==> config.mk <==
export PLATFORM = sky130hd
export DESIGN_NAME = draw_batch_line_allocator
export DESIGN_NICKNAME = d
export VERILOG_FILES = /design/src/rtl/core/dbla_pkg.sv /design/src/rtl/core/dbla_ctrl.sv /design/src/rtl/core/dbla_dp.sv /design/src/rtl/core/draw_batch_line_allocator.sv
export SDC_FILE = /design/constraint.sdc
export NUM_CORES = 2
export LEC_CHECK = 0
export BUFFER_PORTS_ARGS = -buffer_cell sky130_fd_sc_hd__buf_2
export CAP_MARGIN = 20
export CORE_ASPECT_RATIO = 1.5
export CORE_MARGIN = 5
export CORE_UTILIZATION = 55
export CTS_CLUSTER_DIAMETER = 30
export DETAILED_ROUTE_END_ITERATION = 16
export PLACE_DENSITY = 0.85
export RECOVER_POWER = 50
export SLEW_MARGIN = 20
export SYNTH_ARGS = -nofsm -noshare
export SYNTH_HDL_FRONTEND = slang
export SYNTH_SLANG_ARGS = --single-unit
==> constraint.sdc <==
create_clock -name clk -period 12.6 [get_ports clk]
set_input_delay 1.26 -clock clk [delete_from_list [all_inputs] [get_ports clk]]
set_output_delay 1.26 -clock clk [all_outputs]
set_load 0.02 [all_outputs]
==> src/rtl/core/dbla_pkg.sv <==
// Shared types, constants and helper functions for the draw batch line allocator.
package dbla_pkg;

	// Line store geometry
	localparam int LINES      = 8;
	localparam int LW         = (LINES > 1) ? $clog2(LINES) : 1;
	// Attribute nybbles are summed two per cycle: 16 nybbles in 8 steps
	localparam int NYB_STEPS  = 8;
	localparam int SCAN_STEPS = (LINES > NYB_STEPS) ? LINES : NYB_STEPS;
	localparam int SW         = $clog2(SCAN_STEPS + 1);

	// Configuration port
	localparam int CFG_IDX_W  = 2;
	localparam int CFG_DATA_W = 64;

	typedef enum logic [CFG_IDX_W-1:0] {
		CFG_VCAP = 2'd0,
		CFG_ICAP = 2'd1,
		CFG_ATTR = 2'd2,
		CFG_ACNT = 2'd3
	} cfg_reg_t;

	localparam logic [15:0] VCAP_RST = 16'd8192;
	localparam logic [15:0] ICAP_RST = 16'd16384;
	localparam logic [4:0]  ACNT_RST = 5'd1;
	localparam logic [4:0]  ACNT_MAX = 5'd16;

	// Result kinds
	typedef enum logic [2:0] {
		K_DRAW    = 3'd0,
		K_ACCEPT  = 3'd1,
		K_TOO_V   = 3'd2,
		K_TOO_I   = 3'd3,
		K_FLUSHED = 3'd4
	} kind_t;

	// Controller -> datapath
	typedef struct packed {
		logic  load;      // latch request, clear scan state
		logic  scan;      // one scan step at idx
		logic  fl_step;   // advance flush index
		logic  use_idx;   // address line store by idx instead of selected line
		logic  emit;      // load output register
		kind_t emit_kind;
		logic  clr_line;  // zero counts of addressed line
		logic  commit;    // advance counts and retag addressed line
	} dp_cmd_t;

	// Datapath -> controller
	typedef struct packed {
		logic scan_last;
		logic idx_last;
		logic found;
		logic drawable;
		logic too_v;
		logic too_i;
		logic no_room;
		logic out_free;
	} dp_sts_t;

	// Bytes of one attribute nybble: bits 3..2 type, bits 1..0 size minus one
	function automatic logic [6:0] nybble_bytes(input logic [3:0] nyb);
		logic [2:0] size;
		logic [4:0] sq;
		size = {1'b0, nyb[1:0]} + 3'd1;
		sq   = {2'b00, size} * {2'b00, size};
		case (nyb[3:2])
			2'd0:    nybble_bytes = {2'b00, size, 2'b00};
			2'd1:    nybble_bytes = {2'b00, size, 2'b00};
			2'd2:    nybble_bytes = {1'b0, size, 3'b000};
			default: nybble_bytes = {sq, 2'b00};
		endcase
	endfunction

	// Low three bits of a line number
	function automatic logic [2:0] line_code(input logic [LW-1:0] ln);
		logic [LW+2:0] t;
		t = {3'b000, ln};
		line_code = t[2:0];
	endfunction

endpackage

==> src/rtl/core/dbla_ctrl.sv <==
// Request sequencer for the draw batch line allocator.
module dbla_ctrl (
	input  logic               clk,
	input  logic               arst_n,
	input  logic               in_valid,
	input  logic               command,
	output logic               in_ready,
	output dbla_pkg::dp_cmd_t  cmd,
	input  dbla_pkg::dp_sts_t  sts
);
	import dbla_pkg::*;

	typedef enum logic [6:0] {
		S_IDLE   = 7'b0000001,
		S_SCAN   = 7'b0000010,
		S_DRAW1  = 7'b0000100,
		S_CHECK  = 7'b0001000,
		S_ACCEPT = 7'b0010000,
		S_FLUSH  = 7'b0100000,
		S_FDONE  = 7'b1000000
	} state_t;

	state_t state_q, state_d;

	always_ff @(posedge clk or negedge arst_n) begin
		if (!arst_n) begin
			state_q <= S_IDLE;
		end else begin
			state_q <= state_d;
		end
	end

	always_comb begin
		cmd           = '0;
		cmd.emit_kind = K_DRAW;
		in_ready      = 1'b0;
		state_d       = state_q;
		case (state_q)
			S_IDLE: begin
				in_ready = 1'b1;
				if (in_valid) begin
					cmd.load = 1'b1;
					state_d  = command ? S_FLUSH : S_SCAN;
				end
			end
			S_SCAN: begin
				cmd.scan    = 1'b1;
				cmd.use_idx = 1'b1;
				if (sts.scan_last) begin
					state_d = S_DRAW1;
				end
			end
			// no tag match: fullest line is drawn first if it is drawable
			S_DRAW1: begin
				if (!sts.found && sts.drawable) begin
					if (sts.out_free) begin
						cmd.emit      = 1'b1;
						cmd.emit_kind = K_DRAW;
						cmd.clr_line  = 1'b1;
						state_d       = S_CHECK;
					end
				end else begin
					state_d = S_CHECK;
				end
			end
			S_CHECK: begin
				if (sts.too_v) begin
					if (sts.out_free) begin
						cmd.emit      = 1'b1;
						cmd.emit_kind = K_TOO_V;
						state_d       = S_IDLE;
					end
				end else if (sts.too_i) begin
					if (sts.out_free) begin
						cmd.emit      = 1'b1;
						cmd.emit_kind = K_TOO_I;
						state_d       = S_IDLE;
					end
				end else if (sts.no_room) begin
					if (sts.drawable) begin
						if (sts.out_free) begin
							cmd.emit      = 1'b1;
							cmd.emit_kind = K_DRAW;
							cmd.clr_line  = 1'b1;
							state_d       = S_ACCEPT;
						end
					end else begin
						cmd.clr_line = 1'b1;
						state_d      = S_ACCEPT;
					end
				end else begin
					state_d = S_ACCEPT;
				end
			end
			S_ACCEPT: begin
				if (sts.out_free) begin
					cmd.emit      = 1'b1;
					cmd.emit_kind = K_ACCEPT;
					cmd.commit    = 1'b1;
					state_d       = S_IDLE;
				end
			end
			S_FLUSH: begin
				cmd.use_idx = 1'b1;
				if (sts.drawable) begin
					if (sts.out_free) begin
						cmd.emit      = 1'b1;
						cmd.emit_kind = K_DRAW;
						cmd.clr_line  = 1'b1;
						cmd.fl_step   = 1'b1;
						if (sts.idx_last) begin
							state_d = S_FDONE;
						end
					end
				end else begin
					cmd.fl_step = 1'b1;
					if (sts.idx_last) begin
						state_d = S_FDONE;
					end
				end
			end
			S_FDONE: begin
				if (sts.out_free) begin
					cmd.emit      = 1'b1;
					cmd.emit_kind = K_FLUSHED;
					state_d       = S_IDLE;
				end
			end
			default: begin
				state_d = S_IDLE;
			end
		endcase
	end

endmodule

==> src/rtl/core/dbla_dp.sv <==
// Datapath: config registers, line store, scan logic, stride sum and output register.
module dbla_dp (
	input  logic                              clk,
	input  logic                              arst_n,
	input  logic                              cfg_we,
	input  logic [dbla_pkg::CFG_IDX_W-1:0]    cfg_index,
	input  logic [dbla_pkg::CFG_DATA_W-1:0]   cfg_data,
	input  logic [15:0]                       vertex_count,
	input  logic [15:0]                       index_count,
	input  logic [31:0]                       material_id,
	input  dbla_pkg::dp_cmd_t                 cmd,
	output dbla_pkg::dp_sts_t                 sts,
	input  logic                              out_ready,
	output logic                              out_valid,
	output logic [2:0]                        kind,
	output logic [2:0]                        line,
	output logic [15:0]                       draw_index_count,
	output logic [31:0]                       draw_material,
	output logic [15:0]                       vertex_base,
	output logic [25:0]                       vertex_byte_offset,
	output logic [16:0]                       index_byte_offset,
	output logic                              last
);
	import dbla_pkg::*;

	// config
	logic [15:0] vcap_q, icap_q;
	logic [63:0] attr_q;
	logic [4:0]  acnt_q;

	// latched request
	logic [15:0] vc_q, ic_q;
	logic [31:0] mat_q;

	// scan state
	logic [SW-1:0] idx_q;
	logic          found_q;
	logic [LW-1:0] match_q, full_q;
	logic [15:0]   vmax_q, imax_q;
	logic [10:0]   stride_q;

	// line store
	logic [31:0] line_mat_q [LINES];
	logic [15:0] line_vtx_q [LINES];
	logic [15:0] line_icnt_q [LINES];

	// output register
	logic        out_valid_q;
	kind_t       kind_q;
	logic [2:0]  line_q;
	logic [15:0] dic_q, vb_q;
	logic [31:0] dmat_q;
	logic [25:0] vbo_q;
	logic [16:0] ibo_q;
	logic        last_q;

	logic [LW-1:0] sel_ln, rd_ln;
	logic [31:0]   rd_mat;
	logic [15:0]   rd_vtx, rd_icnt;
	logic          in_range, nyb_on;
	logic [7:0]    nyb_pair;
	logic [4:0]    eff_cnt, j0, j1;
	logic [6:0]    add0, add1;
	logic [26:0]   prod;
	logic [16:0]   vsum, isum;
	logic          out_free;

	always_ff @(posedge clk or negedge arst_n) begin
		if (!arst_n) begin
			vcap_q <= VCAP_RST;
			icap_q <= ICAP_RST;
			attr_q <= '0;
			acnt_q <= ACNT_RST;
		end else if (cfg_we) begin
			case (cfg_reg_t'(cfg_index))
				CFG_VCAP: vcap_q <= cfg_data[15:0];
				CFG_ICAP: icap_q <= cfg_data[15:0];
				CFG_ATTR: attr_q <= cfg_data;
				CFG_ACNT: acnt_q <= cfg_data[4:0];
				default: ;
			endcase
		end
	end

	always_ff @(posedge clk) begin
		if (cmd.load) begin
			vc_q  <= vertex_count;
			ic_q  <= index_count;
			mat_q <= material_id;
		end
	end

	assign sel_ln  = found_q ? match_q : full_q;
	assign rd_ln   = cmd.use_idx ? idx_q[LW-1:0] : sel_ln;
	assign rd_mat  = line_mat_q[rd_ln];
	assign rd_vtx  = line_vtx_q[rd_ln];
	assign rd_icnt = line_icnt_q[rd_ln];

	// stride: two nybbles per scan step
	assign in_range = idx_q < SW'(LINES);
	assign nyb_on   = idx_q < SW'(NYB_STEPS);
	assign nyb_pair = attr_q[{idx_q[2:0], 3'b000} +: 8];
	assign eff_cnt  = (acnt_q > ACNT_MAX) ? ACNT_MAX : acnt_q;
	assign j0       = {1'b0, idx_q[2:0], 1'b0};
	assign j1       = {1'b0, idx_q[2:0], 1'b1};
	assign add0     = (j0 < eff_cnt) ? nybble_bytes(nyb_pair[3:0]) : 7'd0;
	assign add1     = (j1 < eff_cnt) ? nybble_bytes(nyb_pair[7:4]) : 7'd0;

	always_ff @(posedge clk or negedge arst_n) begin
		if (!arst_n) begin
			idx_q    <= '0;
			found_q  <= 1'b0;
			match_q  <= '0;
			full_q   <= '0;
			vmax_q   <= '0;
			imax_q   <= '0;
			stride_q <= '0;
		end else if (cmd.load) begin
			idx_q    <= '0;
			found_q  <= 1'b0;
			match_q  <= '0;
			full_q   <= '0;
			vmax_q   <= '0;
			imax_q   <= '0;
			stride_q <= '0;
		end else begin
			if (cmd.scan || cmd.fl_step) begin
				idx_q <= idx_q + SW'(1);
			end
			if (cmd.scan && in_range) begin
				if (!found_q && rd_mat == mat_q) begin
					found_q <= 1'b1;
					match_q <= idx_q[LW-1:0];
				end
				// last line to raise either running maximum
				if (rd_vtx > vmax_q) begin
					vmax_q <= rd_vtx;
				end
				if (rd_icnt > imax_q) begin
					imax_q <= rd_icnt;
				end
				if (rd_vtx > vmax_q || rd_icnt > imax_q) begin
					full_q <= idx_q[LW-1:0];
				end
			end
			if (cmd.scan && nyb_on) begin
				stride_q <= stride_q + {4'b0000, add0} + {4'b0000, add1};
			end
		end
	end

	always_ff @(posedge clk or negedge arst_n) begin
		if (!arst_n) begin
			for (int i = 0; i < LINES; i++) begin
				line_mat_q[i]  <= '0;
				line_vtx_q[i]  <= '0;
				line_icnt_q[i] <= '0;
			end
		end else if (cmd.clr_line) begin
			line_vtx_q[rd_ln]  <= '0;
			line_icnt_q[rd_ln] <= '0;
		end else if (cmd.commit) begin
			line_vtx_q[rd_ln]  <= rd_vtx + vc_q;
			line_icnt_q[rd_ln] <= rd_icnt + ic_q;
			line_mat_q[rd_ln]  <= mat_q;
		end
	end

	assign prod     = {11'b0, rd_vtx} * {16'b0, stride_q};
	assign vsum     = {1'b0, rd_vtx} + {1'b0, vc_q};
	assign isum     = {1'b0, rd_icnt} + {1'b0, ic_q};
	assign out_free = !out_valid_q || out_ready;

	always_ff @(posedge clk or negedge arst_n) begin
		if (!arst_n) begin
			out_valid_q <= 1'b0;
		end else if (cmd.emit) begin
			out_valid_q <= 1'b1;
		end else if (out_ready) begin
			out_valid_q <= 1'b0;
		end
	end

	// fields that do not apply to a kind read zero
	always_ff @(posedge clk) begin
		if (cmd.emit) begin
			kind_q <= cmd.emit_kind;
			line_q <= (cmd.emit_kind == K_FLUSHED) ? 3'd0 : line_code(rd_ln);
			dic_q  <= (cmd.emit_kind == K_DRAW) ? rd_icnt : 16'd0;
			dmat_q <= (cmd.emit_kind == K_DRAW) ? rd_mat : 32'd0;
			vb_q   <= (cmd.emit_kind == K_ACCEPT) ? rd_vtx : 16'd0;
			vbo_q  <= (cmd.emit_kind == K_ACCEPT) ? prod[25:0] : 26'd0;
			ibo_q  <= (cmd.emit_kind == K_ACCEPT) ? {rd_icnt, 1'b0} : 17'd0;
			last_q <= (cmd.emit_kind != K_DRAW);
		end
	end

	assign sts.scan_last = idx_q == SW'(SCAN_STEPS - 1);
	assign sts.idx_last  = idx_q == SW'(LINES - 1);
	assign sts.found     = found_q;
	assign sts.drawable  = (rd_vtx != 16'd0) && (rd_icnt != 16'd0);
	assign sts.too_v     = vc_q > vcap_q;
	assign sts.too_i     = ic_q > icap_q;
	assign sts.no_room   = (vsum > {1'b0, vcap_q}) || (isum > {1'b0, icap_q});
	assign sts.out_free  = out_free;

	assign out_valid          = out_valid_q;
	assign kind               = kind_q;
	assign line               = line_q;
	assign draw_index_count   = dic_q;
	assign draw_material      = dmat_q;
	assign vertex_base        = vb_q;
	assign vertex_byte_offset = vbo_q;
	assign index_byte_offset  = ibo_q;
	assign last               = last_q;

endmodule

==> src/rtl/core/draw_batch_line_allocator.sv <==
// Top level of the draw batch line allocator: sequencer plus datapath.
//
// Channel   Handshake               Payload
// in        in_valid / in_ready     command, vertex_count, index_count, material_id
// out       out_valid / out_ready   kind, line, draw_index_count, draw_material,
//                                   vertex_base, vertex_byte_offset,
//                                   index_byte_offset, last
// cfg       cfg_we (no wait)        cfg_index, cfg_data
//
// Add: the request is accepted, then scanned (one line tag/count read and two attribute nybbles
//   per cycle, until every line and nybble is covered), then come the optional fullest-line draw,
//   the capacity/room check and the accept result; a rejection ends at the check.
// Flush: accepted, then one line per cycle (a drawable line waits for a free output), then flush done.
// A held output transaction stalls the sequencer only when it has a new result to
//   load; the final result sits in the output register while the next request is taken.
// Reset clears all lines to tag 0 and zero counts and loads the config defaults.
module draw_batch_line_allocator (
	input  logic                             clk,
	input  logic                             arst_n,
	input  logic                             in_valid,
	output logic                             in_ready,
	input  logic                             command,
	input  logic [15:0]                      vertex_count,
	input  logic [15:0]                      index_count,
	input  logic [31:0]                      material_id,
	output logic                             out_valid,
	input  logic                             out_ready,
	output logic [2:0]                       kind,
	output logic [2:0]                       line,
	output logic [15:0]                      draw_index_count,
	output logic [31:0]                      draw_material,
	output logic [15:0]                      vertex_base,
	output logic [25:0]                      vertex_byte_offset,
	output logic [16:0]                      index_byte_offset,
	output logic                             last,
	input  logic                             cfg_we,
	input  logic [dbla_pkg::CFG_IDX_W-1:0]   cfg_index,
	input  logic [dbla_pkg::CFG_DATA_W-1:0]  cfg_data
);
	import dbla_pkg::*;

	dp_cmd_t cmd;
	dp_sts_t sts;

	// sequencer: one request at a time; an add is scanned, decided and reported, a flush goes line by line
	dbla_ctrl u_ctrl (
		.clk      (clk),
		.arst_n   (arst_n),
		.in_valid (in_valid),
		.command  (command),
		.in_ready (in_ready),
		.cmd      (cmd),
		.sts      (sts)
	);

	// line store, stride accumulator, capacity compares, output register
	dbla_dp u_dp (
		.clk                (clk),
		.arst_n             (arst_n),
		.cfg_we             (cfg_we),
		.cfg_index          (cfg_index),
		.cfg_data           (cfg_data),
		.vertex_count       (vertex_count),
		.index_count        (index_count),
		.material_id        (material_id),
		.cmd                (cmd),
		.sts                (sts),
		.out_ready          (out_ready),
		.out_valid          (out_valid),
		.kind               (kind),
		.line               (line),
		.draw_index_count   (draw_index_count),
		.draw_material      (draw_material),
		.vertex_base        (vertex_base),
		.vertex_byte_offset (vertex_byte_offset),
		.index_byte_offset  (index_byte_offset),
		.last               (last)
	);

`ifndef SYNTHESIS
	// draws are never final; every other result closes its request
	a_last_kind: assert property (@(posedge clk) disable iff (!arst_n)
		out_valid |-> (last == (kind != K_DRAW)))
		else $error("last flag does not match result kind");

	// flush done always reports line 0
	a_flush_line: assert property (@(posedge clk) disable iff (!arst_n)
		(out_valid && kind == K_FLUSHED) |-> (line == 3'd0))
		else $error("flush done with nonzero line");

	// one request in flight: no new transaction right after one is taken
	a_one_req: assert property (@(posedge clk) disable iff (!arst_n)
		(in_valid && in_ready) |=> !in_ready)
		else $error("input ready right after an input transaction");
`endif

endmodule

# Word level (Yosys, flattened, before mapping)
# Cells that the tools add are included.
[word_totals]
ff_bits = 853
in_bits = 136
out_inout_bits = 116
wordCells = 230
[classes]
n_addsub = 9
mul = 3
magnitude_cmp = 12
eq_ne = 23
shifts = 1
n_mux = 88
n_bitwise = 5
n_reduce_logical = 40
[op_table]
columns = ["op", "count"]
rows = [
  ["two-way mux 128 bit", 4],
  ["bitwise AND 128 bit", 2],
  ["bitwise mux 128 bit", 2],
  ["bitwise mux 256 bit", 1],
  ["two-way mux 16 bit", 11],
  ["inverter 128 bit", 1],
  ["two-way mux 7 bit", 15],
  ["binary-select mux 16 bit (select 3 bit)", 2],
  ["binary-select mux 32 bit (select 3 bit)", 1],
  ["demux 32 bit (select 3 bit)", 1],
  ["two-way mux 32 bit", 3],
  ["> comparator 16 bit", 4],
  ["variable part select 64 x 7 -> 8 bit", 1],
  ["demux 16 bit (select 3 bit)", 1],
  ["case mux 7 bit (6 select lines)", 1],
  ["two-way mux 4 bit", 9],
  ["adder 16 x 16 -> 17 bit", 2],
  ["> comparator 17 x 16 -> 1 bit", 2],
  ["adder 16 bit", 2],
  ["== test 32 bit", 1],
  ["nonzero test 16 bit", 2],
  ["case mux 7 bit (2 select lines)", 2],
  ["multiplier 16 x 11 -> 26 bit", 1],
  ["two-way mux 5 bit", 5],
  ["42 further kinds", 105],
]

# Logic depth before layout (Yosys ltp)
[logic_depth]
depth_word = 17
mapped_depth = 38
ltp_nobuf = 31

# By module
# From an unflattened synthesis, not the netlist that was laid out.
[hier_totals]
cells_unflattened = 4415
area_unflattened_um2 = 45760.1
[by_module_without_submodules]
columns = ["module", "n_inst", "cells_per_inst", "area_per_inst_um2", "seq_area_each_um2"]
rows = [
  ["dbla_dp", 1, 4323, 45080.7, 21984.8],
  ["dbla_ctrl", 1, 92, 679.4, 176.4],
]

# Worst setup path after synthesis
# No wires, ideal clock.
[synth_path]
path_kind = "reg2reg"
startpoint = "register u_dp.found_q"
endpoint = "register u_dp.dic_q[0] (netlist: u_dp.draw_index_count[0]), enable pin"
setup_time_ps = 609
arrival_time_ps = 12525
required_ps = 11991
slack_ps = -534
path_stages_with_launch = 32
path_buffers = 5
period_less_slack_ps = 13134
path_cell_list = "dfrtp_1 buf_2 mux2i_1 nand3_2 nand2_4 buf_2 buf_2 buf_1 buf_2 mux4_2 mux2i_1 inv_1 ha_1 a21o_1 a21oi_1 o21bai_1 a31oi_1 o21ai_0 a41o_1 or4_1 a31o_2 a21oi_1 xnor2_1 ha_1 nand3_1 nor2_1 inv_1 o221a_2 o221a_2 o211ai_1 a31oi_1 o21bai_1"
[synth_lines]
columns = ["item", "line", "text"]
rows = [
  ["start, declared", "dbla_dp.sv:37", "logic found_q;"],
  ["start signal, assigned", "dbla_dp.sv:112", "found_q <= 1'b0;"],
  ["start signal, assigned", "dbla_dp.sv:120", "found_q <= 1'b0;"],
  ["start signal, assigned", "dbla_dp.sv:132", "found_q <= 1'b1;"],
  ["end signal, assigned", "dbla_dp.sv:189", "dic_q <= (cmd.emit_kind == K_DRAW) ? rd_icnt : 16'd0;"],
  ["end, declared", "dbla_dp.sv:51", "logic [15:0] dic_q, vb_q;"],
]

# Worst setup path after layout
[layout_path]
startpoint = "register u_ctrl.state_q[4]"
endpoint = "register u_dp.line_vtx_q[50] (netlist bit)"
[layout_between]
elab_chain_len = 16
word_cells_on_any_way = 44
classes_between = "add/sub (3); order compare (4); eq/ne (5); mux (21); bitwise (3); reduce/logical (8)"
[layout_rtl]
columns = ["item", "line", "text"]
rows = [
  ["start, declared", "dbla_ctrl.sv:23", "state_t state_q, state_d;"],
  ["start signal, assigned", "dbla_ctrl.sv:29", "state_q <= state_d;"],
  ["== test 7 x 2 -> 1 bit or == test 7 x 6 -> 1 bit (tied branches)", "dbla_ctrl.sv:38", "case (state_q)"],
  ["OR reduction 2 bit (no source line) *", "--", ""],
  ["two-way mux 1 bit *", "dbla_ctrl.sv:38", ""],
  ["two-way mux 3 bit *", "dbla_dp.sv:94", "assign rd_ln = cmd.use_idx ? idx_q[LW-1:0] : sel_ln;"],
  ["inverter 3 -> 4 bit (not written as such) *", "dbla_dp.sv:97", "assign rd_icnt = line_icnt_q[rd_ln];"],
  ["binary-select mux 16 bit (select 3 bit) *", "dbla_dp.sv:97", ""],
  ["two-way mux 16 bit (not written as such) * (2 in series)", "dbla_dp.sv:97", ""],
  ["net u_dp.rd_icnt[7]", "dbla_dp.sv:59", "logic [15:0] rd_vtx, rd_icnt;"],
  ["adder 16 x 16 -> 17 bit or nonzero test 16 bit (tied branches)", "dbla_dp.sv:171, dbla_dp.sv:201", ""],
  ["> comparator 17 x 16 -> 1 bit or logical AND 1 bit (tied branches)", "dbla_dp.sv:204, dbla_dp.sv:201", ""],
  ["logical OR 1 bit or two-way mux 1 bit (tied branches)", "dbla_dp.sv:204, dbla_ctrl.sv:80", ""],
  ["two-way mux 5 bit", "dbla_ctrl.sv:79", "end else if (sts.no_room) begin"],
  ["two-way mux 1 bit", "dbla_ctrl.sv:73", "end else if (sts.too_i) begin"],
  ["two-way mux 1 bit", "dbla_ctrl.sv:67", "if (sts.too_v) begin"],
  ["case mux 1 bit (3 select lines) *", "dbla_ctrl.sv:38", ""],
  ["two-way mux 128 bit or nonzero test 2 bit (tied branches)", "--", ""],
  ["end signal, assigned by index", "dbla_dp.sv:163", "line_vtx_q[rd_ln] <= rd_vtx + vc_q;"],
  ["end, declared", "dbla_dp.sv:44", "logic [15:0] line_vtx_q [LINES];"],
]
# The timed path passes the listed nets; every way through them passes the cells marked *. The select of a mux whose other input is x is not followed.
# A chain may end at the register's enable or synchronous reset.

==> summary.txt <==
Floorplan
  • Die span in y: 370 um
  • Die area: 92500 um^2
  • Row count: 132
  • Io pins: 252
  • DIE WIDTH: 250 um
  • Initial Utilization: 55.2%
  • Core box area: 86000 um^2

Yosys
  • Synth Instances: 4309
  • Asr flop ratio synth: 79.2%
  • Synth Flop Type: dfrtp_1
  • Cell taking the most area after synthesis: dfrtp_1
  • Synthesized area: 47500 um^2
  • Yosys top cell area share: 35.2%
  • Synth warnings: 0
  • Number of synthesized flops with an enable pin: 177
  • Register area share after synthesis: 46.6%
  • Synth cell types: 97
  • Flops & latches, synth: 850
  • Largest cells by area after synthesis: dfrtp_1, edfxtp_1, mux2_2, fa_1, ha_1
  • Post-Syn Area per Cell: 11.0 um^2

STA
  • Final Cycle Share: 83.5%
  • Final setup viols: 0
  • Worst slew margin: -182%
  • Layout Skew: 0.0398 ns
  • Fin crit period: 10.52 ns
  • Setup TNS: 0 ns
  • Least-Margin Pin Slew: 4.24 ns
  • Unrepaired setup endpoints after global routing: false
  • Max Fclk: 95.0 MHz
  • Fin Hold WS: 0.472 ns
  • Max Slew Vio Count: 584
  • Final hold violations: 0

Worst setup path
  • R2R Path Start: u_ctrl.state_q[4]$_DFFE_PN0P_
  • Crit Path Category: flop to flop
  • Crit-path slowest cell: o211ai_4
  • CP Launch Point: u_ctrl.state_q[4]$_DFFE_PN0P_
  • CP Data Required Time: 13.27 ns
  • Max stage delay on crit path: 0.96 ns
  • Crit path max fanout: 32
  • CP endpoint kind: flop
  • Crit start category: flop
  • Arrival time at the worst endpoint: 11.19 ns

GRT
  • Initial antenna violation count: 4
  • Grt ovf: 0
  • First-pass GRT wire length: 237 mm
  • Met2 usage: 53.9%
  • Met3 global-route usage: 8.38%
  • Top Usage Layer GRT: met2
  • Vias in the first global route: 40.4k
  • Pin count of the biggest net entering global routing: 186
  • Met1 GRT Util: 36.5%
  • Global-route usage over all layers: 33.2%

Outcome
  • Status: finished with violations
  • Failing checks: capacitance limit, slew limit

Clock network
  • CTS tree: done
  • Setup Buffers After CTS: 0
  • Number of hold buffers added after cts: 0
  • Clock Path Buffers: 3
  • # H-tree levels: 4
  • CTS buffer count: 131
  • Root Buffer: clkbuf_16
  • Total clock sinks: 850
  • Post-cts sizing count: 0
  • Clk pin slew, worst setup/hold paths: 0.05 ns
  • Later-pin clock latency in the skew report: 0.76 ns

Layout
  • Layout cells sized above 1: 18.7%
  • Area of the multi-input gates: 23400 um^2
  • Synth-to-layout area growth: 14.4%
  • Reg area: 22200 um^2
  • Fillers: 6360
  • Layout Cells excl Fill: 5799
  • Nets@finish: 5024
  • Final core occ: 63.2%

Power and ir drop
  • Tot Pwr: 0.0104 W
  • Pwr/cell area: 192 nW/um^2
  • Leak: 24.8 nW
  • VDD IR-drop max: 0.000166 V

Detailed routing
  • Drc violations: 0
  • Final wirelength: 158 mm
  • Initial DRC count: 4975
  • Vias per cell: 6.72
  • Routed WL per cell: 27.2 um
  • Routed vias: 39.0k
  • Routed Antenna Nets: 0
  • Drt pass-1 iters: 11

Placement
  • Dpl cells: 5548
  • IO Port Bufs: 250
  • Dpl hpwl: 106 mm
  • GP Congestion: 1.02

Min path
  • Worst hold path class: flop to flop
  • Hold path startpoint: u_dp.line_mat_q[164]$_DFFE_PN0P_

Run
  • Max-cap violations: 11
-- worst paths after layout --
| path | endpoint | slack (ns) | cells after the start |
|---|---|---|---|
| worst max register to register | u_dp.line_vtx_q[50]$_DFFE_PN0P_ | 2.08 | 28 |
| worst min register to register | u_dp.line_mat_q[164]$_DFFE_PN0P_ | 0.47 | 2 |
| max in group asynchronous | u_dp.attr_q[14]$_DFFE_PN0P_ | 2.73 | 3 |
| min in group asynchronous | u_dp.line_mat_q[167]$_DFFE_PN0P_ | 1.50 | 1 |
| worst max-delay path | u_dp.line_vtx_q[50]$_DFFE_PN0P_ | 2.08 | 28 |
| worst min-delay path | u_dp.line_mat_q[164]$_DFFE_PN0P_ | 0.47 | 2 |
-- where the power goes --
| part | leakage, nW | switching (W) | internal [W] |
|---|---|---|---|
| combinational | 11.8 | 0.00240 | 0.00109 |
| sequential | 10.8 | 0.000228 | 0.00309 |
| clock | 2.16 | 0.00149 | 0.00214 |
| total | 24.8 | 0.00412 | 0.00632 |
-- cell families after synthesis --
logic type | Yosys count | share of synthesized area [%]
adder cells (fa/ha/maj) | 339 | 11.0
other | 2 | 0.0158
buffers and inverters | 561 | 4.96
AO/OA/AOI/OAI | 905 | 14.4
AND/OR/NAND/NOR | 1181 | 11.3
XOR/XNOR | 78 | 1.44
multiplexers | 393 | 10.3
flip-flops | 850 | 46.6
-- layout by cell type, fill, tap and decap left out, types with 22 or more instances in the layout --
cell type  instances
a211oi_1          42
a21o_1            40
a21oi_1          142
a22o_1           247
a31oi_1           27
a32o_1            23
and2_1            42
buf_2            126
buf_4             88
clkbuf_1         144
clkbuf_16        135
conb_1            32
dfrtp_1          668
edfxtp_1         177
fa_1             131
ha_1             208
inv_1            278
inv_6             28
mux2_2           266
mux2i_1           75
mux4_2            48
nand2_1          550
nand3_1          108
nand4_1           33
nor2_1           218
nor2b_1           49
nor3_1            30
nor4_1            25
o21a_1            22
o21ai_0          132
xnor2_1           41
xor2_1            28
-- per-layer routing --
layer,routed length [um],share of wire (%)
met5,13,0.0083
met4,16800,11
met3,16500,10
met2,73100,46
met1,51200,33
-- through the flow --
stage | area (um^2) | worst slack, ns
final | 54400 | 2.08
after global routing | 54400 | 0.889
after floorplan | 47700 | 1.87
after CTS | 54400 | 2.35
after detailed placement | 50000 | 2.51
after global placement | 50000 | 2.66
-- final cells by class --
type / instances / share of cell area [%]
multi-input combinational: 2928 / 43.0
sequential: 850 / 40.8
clock buffer: 150 / 6.44
timing repair buffer: 355 / 3.52
tap: 1139 / 2.62
inverter: 283 / 1.96
clock inverter: 92 / 1.72
antenna: 2 / 0.00920
-- cell usage after synthesis, types with 11 or more instances --
master / count
a2111oi_0: 13
a211oi_1: 42
a21boi_0: 11
a21o_1: 40
a21oi_1: 142
a221oi_1: 11
a222oi_1: 17
a22o_1: 247
a22oi_1: 17
a311oi_1: 16
a31oi_1: 27
a32o_1: 23
and2_1: 44
and3_1: 18
buf_1: 30
buf_2: 29
buf_6: 25
clkbuf_1: 187
dfrtp_1: 669
edfxtp_1: 177
fa_1: 131
ha_1: 208
inv_1: 279
mux2_2: 267
mux2i_1: 76
mux4_2: 48
nand2_1: 553
nand2b_1: 14
nand3_1: 110
nand4_1: 33
nor2_1: 227
nor2b_1: 50
nor3_1: 33
nor4_1: 25
o211ai_1: 17
o21a_1: 22
o21ai_0: 132
o22ai_1: 21
or3_1: 13
xnor2_1: 49
xor2_1: 29
-- state kept, by name (all words and copies together), names as in the netlist, 26 cells and up --
register                 flops
u_dp.line_mat_q            256
u_dp.line_icnt_q           128
u_dp.line_vtx_q            128
u_dp.attr_q                 64
u_dp.draw_material          32
u_dp.mat_q                  32
u_dp.vertex_byte_offset     26
-- worst max-delay path, delay by kind of cell (launching register included) --
family | cells | cell delay [ns]
mux | 1 | 0.59
flops | 1 | 0.54
simple gates | 9 | 2.26
xor+xnor | 1 | 0.70
fa+ha+maj | 2 | 0.84
compound gates | 12 | 4.34
buf+inv | 3 | 1.08
Note: power is estimated with default switching activity, not from simulation.
